## src/design/atss_pkg.sv

```systemverilog
// Package for the table search and sort engine: request codes, status codes, sizes.
`default_nettype none
package atss_pkg;
   localparam int CAPACITY_DEFAULT = 128;
   localparam int WORD_W = 32;
   localparam int POS_W = 7;
   localparam int USED_W = 8;

   typedef enum logic [2:0] {
      REQ_APPEND  = 3'd0,
      REQ_UPDATE  = 3'd1,
      REQ_DELETE  = 3'd2,
      REQ_LSEARCH = 3'd3,
      REQ_BSEARCH = 3'd4,
      REQ_SORT    = 3'd5,
      REQ_READ    = 3'd6,
      REQ_NONE    = 3'd7
   } req_kind_type;

   typedef enum logic [1:0] {
      ST_OK     = 2'd0,
      ST_FULL   = 2'd1,
      ST_BADIDX = 2'd2,
      ST_MISS   = 2'd3
   } status_type;
endpackage
`default_nettype wire

```

## src/design/atss_cmp.sv

```systemverilog
// Shared comparator: equality and signed less-than between a table word and an operand.
`default_nettype none
module atss_cmp
   import atss_pkg::*;
(
   input  wire logic [WORD_W-1:0] a,
   input  wire logic [WORD_W-1:0] b,
   output logic                   eq,
   output logic                   lt
);
   assign eq = (a == b);
   assign lt = ($signed(a) < $signed(b));
endmodule
`default_nettype wire

```

## src/design/array_table_search_sort.sv

```systemverilog
// Top level of the table engine: request decode, sequencer and entry memory.
// The engine keeps CAPACITY signed 32-bit entries and a count of those in use.
// req_* carries one request item (kind, position, word); rsp_* returns one
// result item per request (status, found_at, word_out, used).
// One item is handled at a time; req_tready is low while a request is at work
// and while a result waits on the rsp side.
// Every entry access goes through a single memory port with a registered read,
// so the work of each request follows the number of reads:
//   append, update, unused code: no read used; read: one entry.
//   linear search: one read per entry examined.
//   binary search: one read per probe, log2(count)+1 probes at most.
//   delete: one read and one write per entry moved.
//   sort: n*(n-1)/2 compares of two reads each, plus two writes per swap.
// One comparator is shared by the searches and the sort.
// Reset clears the count and control state; entries are undefined until written.
// When the receiver stalls, the result stays on rsp_tdata and no new request
// is taken until it is accepted.
`default_nettype none
module array_table_search_sort
   import atss_pkg::*;
#(
   parameter int CAPACITY = CAPACITY_DEFAULT
)(
   input  wire logic        clock,
   input  wire logic        reset,
   input  wire logic        req_tvalid,
   output logic             req_tready,
   // req_tdata: req_type[2:0], position[9:3], word_in[41:10], zero fill [47:42]
   input  wire logic [47:0] req_tdata,
   output logic             rsp_tvalid,
   input  wire logic        rsp_tready,
   // rsp_tdata: status[1:0], found_at[8:2], word_out[40:9], used[48:41], zero [55:49]
   output logic [55:0]      rsp_tdata
);
   localparam int AW = $clog2(CAPACITY);
   localparam int CW = $clog2(CAPACITY + 1);
   localparam int PW = (CW > POS_W) ? CW : POS_W;

   typedef enum logic [3:0] {
      S_IDLE, S_DISPATCH, S_RD_WAIT, S_RD_DONE, S_LS_CHECK, S_BS_PROBE, S_BS_CHECK,
      S_DEL_WAIT, S_DEL_WRITE, S_SORT_RDA, S_SORT_RDB, S_SORT_CMP, S_SORT_WRB, S_DONE
   } state_type;

   state_type          state_ff;
   logic [WORD_W-1:0]  mem [CAPACITY];
   logic [WORD_W-1:0]  rdata_ff;
   logic [CW-1:0]      count_ff;
   logic [2:0]         kind_ff;
   logic [POS_W-1:0]   pos_ff;
   logic [WORD_W-1:0]  key_ff;
   logic [CW-1:0]      i_ff, j_ff;
   logic [CW:0]        lo_ff, hi_ff;
   logic [WORD_W-1:0]  hold_ff;
   status_type         status_ff;
   logic [POS_W-1:0]   at_ff;
   logic [WORD_W-1:0]  wout_ff;
   logic               rvalid_ff;

   logic               we;
   logic [AW-1:0]      waddr, raddr;
   logic [WORD_W-1:0]  wdata;
   logic [WORD_W-1:0]  cmp_b;
   logic               cmp_eq, cmp_lt;
   logic [CW:0]        mid;
   logic               pos_ok;

   atss_cmp u_cmp (.a(rdata_ff), .b(cmp_b), .eq(cmp_eq), .lt(cmp_lt));

   assign mid = (lo_ff + hi_ff) >> 1;
   assign cmp_b = (state_ff == S_SORT_CMP) ? hold_ff : key_ff;
   // The position is compared at full width so that a small table never aliases it.
   assign pos_ok = (PW'(pos_ff) < PW'(count_ff));

   always_ff @(posedge clock) begin
      if (we) mem[waddr] <= wdata;
      rdata_ff <= mem[raddr];
   end

   // Memory port control for the current state.
   always_comb begin
      we = 1'b0;
      waddr = '0;
      wdata = key_ff;
      raddr = i_ff[AW-1:0];
      case (state_ff)
         S_DISPATCH: begin
            if (kind_ff == REQ_APPEND && count_ff < CW'(CAPACITY)) begin
               we = 1'b1;
               waddr = count_ff[AW-1:0];
            end else if (kind_ff == REQ_UPDATE && pos_ok) begin
               we = 1'b1;
               waddr = AW'(pos_ff);
            end
            raddr = AW'(pos_ff);
         end
         S_BS_PROBE: raddr = mid[AW-1:0];
         S_DEL_WAIT: raddr = i_ff[AW-1:0];
         S_DEL_WRITE: begin
            we = 1'b1;
            waddr = AW'(i_ff - CW'(1));
            wdata = rdata_ff;
         end
         S_SORT_RDA: raddr = j_ff[AW-1:0];
         S_SORT_RDB: raddr = AW'(j_ff + CW'(1));
         S_SORT_CMP: begin
            // rdata holds entry j+1, hold holds entry j.
            if (cmp_lt) begin
               we = 1'b1;
               waddr = j_ff[AW-1:0];
               wdata = rdata_ff;
            end
         end
         S_SORT_WRB: begin
            we = 1'b1;
            waddr = AW'(j_ff);
            wdata = hold_ff;
         end
         default: ;
      endcase
   end

   always_ff @(posedge clock) begin
      if (reset) begin
         state_ff  <= S_IDLE;
         count_ff  <= '0;
         rvalid_ff <= 1'b0;
      end else begin
         case (state_ff)
            S_IDLE: begin
               if (req_tvalid && !rvalid_ff) begin
                  kind_ff   <= req_tdata[2:0];
                  pos_ff    <= req_tdata[9:3];
                  key_ff    <= req_tdata[41:10];
                  status_ff <= ST_OK;
                  at_ff     <= '0;
                  wout_ff   <= '0;
                  i_ff      <= '0;
                  j_ff      <= '0;
                  state_ff  <= S_DISPATCH;
               end
            end
            S_DISPATCH: begin
               state_ff <= S_DONE;
               case (kind_ff)
                  REQ_APPEND: begin
                     if (count_ff < CW'(CAPACITY)) count_ff <= count_ff + CW'(1);
                     else status_ff <= ST_FULL;
                  end
                  REQ_UPDATE: if (!pos_ok) status_ff <= ST_BADIDX;
                  REQ_READ: begin
                     if (!pos_ok) status_ff <= ST_BADIDX;
                     else begin
                        i_ff     <= CW'(pos_ff);
                        state_ff <= S_RD_WAIT;
                     end
                  end
                  REQ_DELETE: begin
                     if (!pos_ok) status_ff <= ST_BADIDX;
                     else begin
                        i_ff <= CW'(pos_ff) + CW'(1);
                        state_ff <= S_DEL_WAIT;
                     end
                  end
                  REQ_LSEARCH: begin
                     status_ff <= ST_MISS;
                     if (count_ff != '0) state_ff <= S_RD_WAIT;
                  end
                  REQ_BSEARCH: begin
                     status_ff <= ST_MISS;
                     lo_ff <= '0;
                     hi_ff <= {1'b0, count_ff} - (CW+1)'(1);
                     if (count_ff != '0) state_ff <= S_BS_PROBE;
                  end
                  REQ_SORT: begin
                     i_ff <= '0;
                     j_ff <= '0;
                     if (count_ff > CW'(1)) state_ff <= S_SORT_RDA;
                  end
                  default: ;
               endcase
            end
            S_RD_WAIT: state_ff <= (kind_ff == REQ_READ) ? S_RD_DONE : S_LS_CHECK;
            S_RD_DONE: begin
               wout_ff  <= rdata_ff;
               state_ff <= S_DONE;
            end
            S_LS_CHECK: begin
               if (cmp_eq) begin
                  status_ff <= ST_OK;
                  at_ff     <= POS_W'(i_ff);
                  state_ff  <= S_DONE;
               end else if (i_ff + CW'(1) >= count_ff) begin
                  state_ff <= S_DONE;
               end else begin
                  i_ff     <= i_ff + CW'(1);
                  state_ff <= S_RD_WAIT;
               end
            end
            S_BS_PROBE: begin
               i_ff     <= mid[CW-1:0];
               state_ff <= S_BS_CHECK;
            end
            S_BS_CHECK: begin
               if (cmp_eq) begin
                  status_ff <= ST_OK;
                  at_ff     <= POS_W'(i_ff);
                  state_ff  <= S_DONE;
               end else if (cmp_lt) begin
                  if ({1'b0, i_ff} + (CW+1)'(1) > hi_ff) state_ff <= S_DONE;
                  else begin
                     lo_ff    <= {1'b0, i_ff} + (CW+1)'(1);
                     state_ff <= S_BS_PROBE;
                  end
               end else begin
                  if ({1'b0, i_ff} == lo_ff) state_ff <= S_DONE;
                  else begin
                     hi_ff    <= {1'b0, i_ff} - (CW+1)'(1);
                     state_ff <= S_BS_PROBE;
                  end
               end
            end
            S_DEL_WAIT: begin
               if (i_ff >= count_ff) begin
                  count_ff <= count_ff - CW'(1);
                  state_ff <= S_DONE;
               end else state_ff <= S_DEL_WRITE;
            end
            S_DEL_WRITE: begin
               i_ff     <= i_ff + CW'(1);
               state_ff <= S_DEL_WAIT;
            end
            S_SORT_RDA: state_ff <= S_SORT_RDB;
            S_SORT_RDB: begin
               hold_ff  <= rdata_ff;
               state_ff <= S_SORT_CMP;
            end
            S_SORT_CMP: begin
               if (cmp_lt) begin
                  j_ff     <= j_ff + CW'(1);
                  state_ff <= S_SORT_WRB;
               end else if (j_ff + CW'(2) < count_ff - i_ff) begin
                  j_ff     <= j_ff + CW'(1);
                  state_ff <= S_SORT_RDA;
               end else if (i_ff + CW'(2) < count_ff) begin
                  i_ff     <= i_ff + CW'(1);
                  j_ff     <= '0;
                  state_ff <= S_SORT_RDA;
               end else state_ff <= S_DONE;
            end
            S_SORT_WRB: begin
               // j already advanced to the upper slot of the swapped pair.
               if (j_ff + CW'(1) < count_ff - i_ff) state_ff <= S_SORT_RDA;
               else if (i_ff + CW'(2) < count_ff) begin
                  i_ff     <= i_ff + CW'(1);
                  j_ff     <= '0;
                  state_ff <= S_SORT_RDA;
               end else state_ff <= S_DONE;
            end
            S_DONE: begin
               rvalid_ff <= 1'b1;
               state_ff  <= S_IDLE;
            end
            default: state_ff <= S_IDLE;
         endcase
         if (rvalid_ff && rsp_tready) rvalid_ff <= 1'b0;
      end
   end

   assign req_tready = (state_ff == S_IDLE) && !rvalid_ff;
   assign rsp_tvalid = rvalid_ff;
   assign rsp_tdata  = {7'd0, USED_W'(count_ff), wout_ff, at_ff, status_ff};
endmodule
`default_nettype wire

```

## config.mk

```make
export PLATFORM = sky130hd
export DESIGN_NAME = array_table_search_sort
export DESIGN_NICKNAME = d
export VERILOG_FILES = /design/src/design/atss_pkg.sv /design/src/design/atss_cmp.sv /design/src/design/array_table_search_sort.sv
export SDC_FILE = /design/constraint.sdc
export NUM_CORES = 2
export LEC_CHECK = 0
export BUFFER_PORTS_ARGS = -buffer_cell sky130_fd_sc_hd__buf_2
export CAP_MARGIN = 20
export CELL_PAD_IN_SITES_DETAIL_PLACEMENT = 1
export CELL_PAD_IN_SITES_GLOBAL_PLACEMENT = 1
export CORE_UTILIZATION = 45
export DETAILED_ROUTE_END_ITERATION = 10
export GPL_ROUTABILITY_DRIVEN = 0
export PLACE_DENSITY_LB_ADDON = 0.1
export SYNTH_ARGS = -nofsm -noshare
export SYNTH_HDL_FRONTEND = slang
export SYNTH_SLANG_ARGS = --single-unit
```

## constraint.sdc

```tcl
create_clock -name clock -period 16.1 [get_ports clock]
set_input_delay 1.61 -clock clock [delete_from_list [all_inputs] [get_ports clock]]
set_output_delay 1.61 -clock clock [all_outputs]
set_load 0.01 [all_outputs]
```

Yosys cells after proc, flatten, opt, wreduce, memory -nomap -nowiden
Memory sizes are Yosys's and may differ from the RTL's. A register that Yosys moved wholly into a read port is not among the register bits.
Index checks and enable logic that the tools add are counted.
{ "totals": {"ff_bits": 162, "latch_bits": 0, "mem_bits_rw": 4096, "romBits": 0, "input_bits": 52, "output_inout_bits": 58, "elab_cells": 190, "memories": 1} }
{ "mem_list": {"columns": ["memory", "words", "width", "read_ports", "rd_clocked_by_memory_dff", "write_ports", "line", "text"], "rows": [
  ["mem", 128, 32, 1, 1, 1, "array_table_search_sort.sv:45", "logic [WORD_W-1:0] mem [CAPACITY];"]
]} }
{ "op_classes": {"addsub": 13, "multipliers": 0, "div": 0, "magnitude_cmp": 10, "n_eq_ne": 44, "n_shift": 0, "muxes": 76, "bitwise": 1, "n_reduce_logical": 31} }
{ "op_table": {"columns": ["cell", "n"], "rows": [
  ["8-bit 2-to-1 mux", 17],
  ["32-bit 2-to-1 mux", 3],
  ["32-bit one-hot mux with 3 select lines", 1],
  ["9-bit 2-to-1 mux", 8],
  ["32-bit one-hot mux with 2 select lines", 1],
  ["7-bit one-hot mux with 4 select lines", 2],
  ["8-bit one-hot mux with 7 select lines", 1],
  ["4-bit one-hot mux with 13 select lines", 1],
  ["4-bit 2-to-1 mux", 12],
  ["9-bit one-hot mux with 2 select lines", 2],
  ["7-bit 2-to-1 mux", 5],
  ["32-bit == test", 1],
  ["32-bit < comparator", 1],
  ["8-bit one-hot mux with 4 select lines", 1],
  ["2-bit != test (second input constant)", 15],
  ["8-bit by 1-bit adder with 8-bit output (second input constant)", 3],
  ["4-bit == test (second input constant)", 6],
  ["8-bit < comparator", 3],
  ["8-bit one-hot mux with 3 select lines", 1],
  ["4-bit one-hot mux with 5 select lines", 1],
  ["3-bit 2-to-1 mux", 6],
  ["8-bit by 1-bit subtractor with 9-bit output (second input constant)", 2],
  ["8-bit by 2-bit adder with 8-bit output (second input constant)", 2],
  ["4-bit by 3-bit == test with 1-bit output (second input constant)", 4],
  ["other kinds (46)", 76]
]} }

Longest topological paths before layout
{ "depth": {"depth_word": 7, "depth_mapped": 21, "depth_no_buf": 17} }

By module
A second synthesis with hierarchy kept.
{ "unflattened": {"cells_unflattened": 13639, "hier_area_um2": 173241.2} }
{ "by_module_without_submodules": {"columns": ["mod", "instances", "cells_per_inst", "area_each_um2", "seq_area_each_um2"], "rows": [
  ["array_table_search_sort", 1, 13522, 172384.1, 128373.1],
  ["atss_cmp", 1, 117, 857.1, 0.0]
]} }

Least setup slack after synthesis
OpenSTA, ideal clock, no wires.
{ "synth_path": {"kind": "reg2reg", "start": "register state_ff[1]", "end": "memory mem[40][0] (enable)", "setup_time_ps": 421, "t_arrival_ps": 5458, "required_time_ps": 15679, "setup_slack_ps": 10221, "path_stages_with_launch": 20, "n_path_buf": 5, "period_less_slack_ps": 5879, "path_cell_list": "dfxtp_1 > buf_6 > nor2b_1 > buf_2 > and3_1 > clkbuf_1 > buf_1 > mux2i_1 > ha_1 > nand3_1 > o21bai_1 > a31o_1 > a21oi_1 > o21ai_1 > a32o_1 > a311oi_2 > o2111ai_1 > a21o_1 > clkbuf_1 > nor2_1"} }
{ "synth_via": {"elab_chain_cells": 7, "elab_cells_between_ends": 13, "cone_classes": "order compare: 1; eq/ne: 4; mux: 7; reduce/logical: 1"} }
{ "synth_lines": {"columns": ["element", "line", "text"], "rows": [
  ["start, declared", "array_table_search_sort.sv:44", "state_type state_ff;"],
  ["start signal, assigned", "array_table_search_sort.sv:182", "S_RD_WAIT: state_ff <= (kind_ff == REQ_READ) ? S_RD_DONE : S_LS_CHECK;"],
  ["4-bit == test", "array_table_search_sort.sv:70, array_table_search_sort.sv:85", null],
  ["32-bit 2-to-1 mux", "array_table_search_sort.sv:70", "assign cmp_b = (state_ff == S_SORT_CMP) ? hold_ff : key_ff;"],
  ["32-bit < comparator", "atss_cmp.sv:12", "assign lt = ($signed(a) < $signed(b));"],
  ["1-bit 2-to-1 mux", "array_table_search_sort.sv:107", "if (cmp_lt) begin"],
  ["1-bit one-hot mux with 3 select lines", "array_table_search_sort.sv:85", "case (state_ff)"],
  ["1-bit 2-to-1 mux", "array_table_search_sort.sv:75", "if (we) mem[waddr] <= wdata;"],
  ["1-bit 2-to-1 mux (not written as such)", "array_table_search_sort.sv:75", null],
  ["end, declared", "array_table_search_sort.sv:45", null]
]} }
Several ways; a longest one is shown, not always the timed one.

Worst setup path after layout
{ "layout_path": {"start": "register state_ff[3]", "end": "register rdata_ff[25], read port of mem"} }
{ "layout_via": {"elab_chain_cells": 2, "elab_cells_between_ends": 5, "cone_classes": "eq/ne: 4; mux: 1"} }
{ "layout_lines": {"columns": ["element", "line", "text"], "rows": [
  ["4-bit == test (tied with other cells)", "array_table_search_sort.sv:85", null],
  ["7-bit one-hot mux with 4 select lines (*)", "array_table_search_sort.sv:85", null],
  ["end, declared", "array_table_search_sort.sv:46", "logic [WORD_W-1:0] rdata_ff;"]
]} }
Mark *: on every way between the ends. The rest lies on a longest branch, timed or not.
A chain may end at the register's enable or synchronous reset.

==> summary.txt <==
CTS
  – CTS resizes: 0
  – Clk pin slew, worst setup/hold paths: 0.07 ns
  – Clk Latency, worst-skew pair: 1.06 ns
  – Post-CTS setup buffers: 0
  – Cts hold-fix bufs: 0
  – CTS Buffer Depth: 4
  – CTS buffer count: 455
  – H-tree depth: 5
  – Clock sinks: 4,290
  – CTS tree: built
  – Root Driver: clkbuf_16

Synthesis
  – Yosys Warn Count: 0
  – Mapped Area: 174,000 sq um
  – Post-synth cell types: 93
  – Largest family of logic cells by synthesized area: simple AND/OR/NAND/NOR gates
  – Synth Area in Compound Gates: 9.81%
  – Post-synth EDFFs: 4,245
  – Share of flip-flops with an asynchronous set or reset: 0%
  – Register bit total from synthesis: 4,290
  – Sequential share of the synthesized area: 73.8%
  – Synth Flop Type: edfxtp_1
  – Post-Synth XOR/XNOR Area: 0.267%
  – Synth Area in Adders: 0.771%
  – Synth top area cells: edfxtp_1 (73%), nand2_1 (5.9%), a211oi_1 (3.2%), and3_1 (2.8%), a311oi_1 (2.4%)
  – Count leader, synth: edfxtp_1
  – Mapped Avg Cell Area: 13.7 sq um
  – Fraction of the mapped netlist area in simple logic gates: 12.1%
  – Most frequent cells after synthesis: edfxtp_1 (4,245), nand2_1 (2,736), and3_1 (775)
  – Post-synth top area share: 73.3%
  – Multiplexer area fraction after synthesis: 0.463%
  – Post-Synthesis Cells: 12.7k
  – Dominant cell type by area after synthesis: edfxtp_1

Floorplanning
  – Die ar.: 389,000 sq um
  – Die Ht: 624 um
  – I/O pin total: 110
  – Core area: 383,000 sq um
  – FP Rows: 227
  – Starting Density: 45.4%
  – Chip Width: 624 um

Cells and area
  – Fillcell total: 37.0k
  – Final Non-Filler Cells: 18.1k
  – Area delta synth->final: 12.6%
  – Area of the multi-input gates: 42,200 sq um
  – Nets: 12.8k
  – Reg area: 128,000 sq um
  – Share of cells above drive strength 1: 10.7%

Route
  – Post-DRT Antenna Nets: 0
  – # DRC: 0
  – Initial DRC count: 13.2k
  – WL final: 595 mm
  – DR vias: 115k
  – Vias per cell: 6.36
  – First drt pass iteration count: 6
  – Drt wl/cell: 32.9 um

STA
  – RSZ-0062 raised after global routing: false
  – Slew Limit Headroom: 2.25%
  – Layout Skew: 0.0932 ns
  – Finish-stage setup viols: 0
  – Least-Margin Pin Slew: 1.47 ns
  – Setup TNS Final: 0 ns
  – Final Cycle Share: 51.3%
  – Fin. max-slew vios: 0
  – Fin crit period: 8.25 ns
  – Highest Clock Rate: 121 MHz
  – Final WS setup: 7.85 ns
  – Final-report hold violation count: 0

Run
  – Max Cap Viol: 0

Pwr
  – Maximum VDD drop: 228 uV
  – P_leak: 0.0652 uW
  – Power Dens Cells: 216 nW/um^2

Global routing
  – Largest net degree at the start of global routing: 176
  – Total grt overflow: 0
  – Number of global-route vias before repair: 118k
  – Initial antenna violation count: 33
  – GRT Util Overall: 30.0%
  – First-pass GRT wire length: 845 mm

Critical path
  – Arrival time at the worst endpoint: 9.19 ns
  – Critical path launch point type: flop
  – CP Max Fanout: 94
  – CP Data Required Time: 17.03 ns
  – Endpoint class of the critical path: flop
  – Kind of critical path: flop to flop

Place
  – Estimated wirelength of the detail-placed design: 325 mm
  – Post-Place Cells: 17.2k
  – Setup WS pre-CTS: 7.90 ns
  – Port bufs: 96

Outcome
  – Status: finished clean

Min path
  – Path type of the worst min-delay path: flop to flop
[where the power goes]
group | total, uW | switching [uW] | leakage [uW] | internal [uW]
Combinational | 17900 | 13500 | 0.0195 | 4330
Clock | 10300 | 4420 | 0.00712 | 5910
Sequential | 14100 | 240 | 0.0386 | 13900
Total | 42300 | 18200 | 0.0652 | 24100
[layout by cell type, fill, tap and decap left out, types with 45 or more instances in the layout]
cell and n:
a211oi_1 740, buf_2 96, clkbuf_1 107, nor2_1 124, clkbuf_16 461, nand2_1 2734, clkinv_1 118, a21oi_1 230
edfxtp_1 4245, o22ai_1 131, dfxtp_1 45, nor2_4 130, mux2i_1 77, a31oi_1 421, nand4_1 60, buf_4 378
clkinv_2 88, o21ai_0 106, and3_1 773, nand3_1 566, a311oi_1 437, nor3_1 148, ha_1 104
[metal layers]
metal / wire, um / global-route usage, % / vias to the layer above
li1: - / - / 48732
met1: 245000 / 40.8 / 60592
met2: 279000 / 48.6 / 4504
met3: 43000 / 3.87 / 1033
met4: 27600 / 12.8 / 6
met5: 37 / 0 / -
[flip-flops by register name, indices dropped and copies added, names as in the netlist, 4 cells and up]
signal / flops
lo_ff: 9
j_ff: 8
count_ff: 8
key_ff: 32
at_ff: 7
rdata_ff: 32
pos_ff: 7
i_ff: 8
wout_ff: 32
hi_ff: 9
state_ff: 4
hold_ff: 32
mem: 4096
[cell type report]
| type | instances | area share (%) |
|---|---|---|
| tap | 5038 | 3.22 |
| clock inverter | 271 | 1.27 |
| timing repair buffer | 507 | 2.05 |
| clock buffer | 575 | 6.14 |
| inverter | 78 | 0.213 |
| sequential | 4290 | 65.5 |
| antenna | 10 | 0.0128 |
| multi-input combinational | 7301 | 21.6 |
[cell families (layout without fill, tap and decap cells)]
group	Yosys count	in the layout
DFF	4290	4290
xor gates and xnor gates	53	53
muxes	79	79
and+or+nand+nor	4701	4701
AOI/OAI and AO/OA	2355	2355
buffers and inverters	1068	1431
adders and majority gates	106	106
other	1	17
[stage by stage]
step	utilization, %	hold slack, ns	area, sq um	power [uW]
2_1_floorplan	-	0.431	174000	24600
3_3_place_gp	47.2	0.464	181000	31400
3_5_place_dp	47.2	0.485	181000	31900
4_1_cts	51.0	0.499	196000	42200
5_1_grt	51.1	0.511	196000	43800
6_report	51.1	0.508	196000	42300
[worst paths after layout]
kind	cells past startpoint	slack, ns	endpoint	from
max	13	7.85	rdata_ff[25]$_DFF_P_	state_ff[3]$_SDFFE_PP0N_
min	0	0.51	hold_ff[0]$_DFFE_PP_	rdata_ff[0]$_DFF_P_
max reg2reg	13	7.85	rdata_ff[25]$_DFF_P_	state_ff[3]$_SDFFE_PP0N_
min reg2reg	0	0.51	hold_ff[0]$_DFFE_PP_	rdata_ff[0]$_DFF_P_
[worst max-delay path: stages (launching register included)]
cell,delay [ns]
dfxtp_1,0.90
nand2_2,0.22
a21oi_2,0.58
nand2_8,0.37
nand2_8,0.65
buf_4,0.74
buf_4,0.76
buf_4,0.71
a211oi_1,0.17
a31oi_1,0.22
o22ai_1,0.10
o21ai_0,0.87
nand4_1,1.10
nor2_1,0.36
Note: power is estimated with default switching activity, not from simulation.
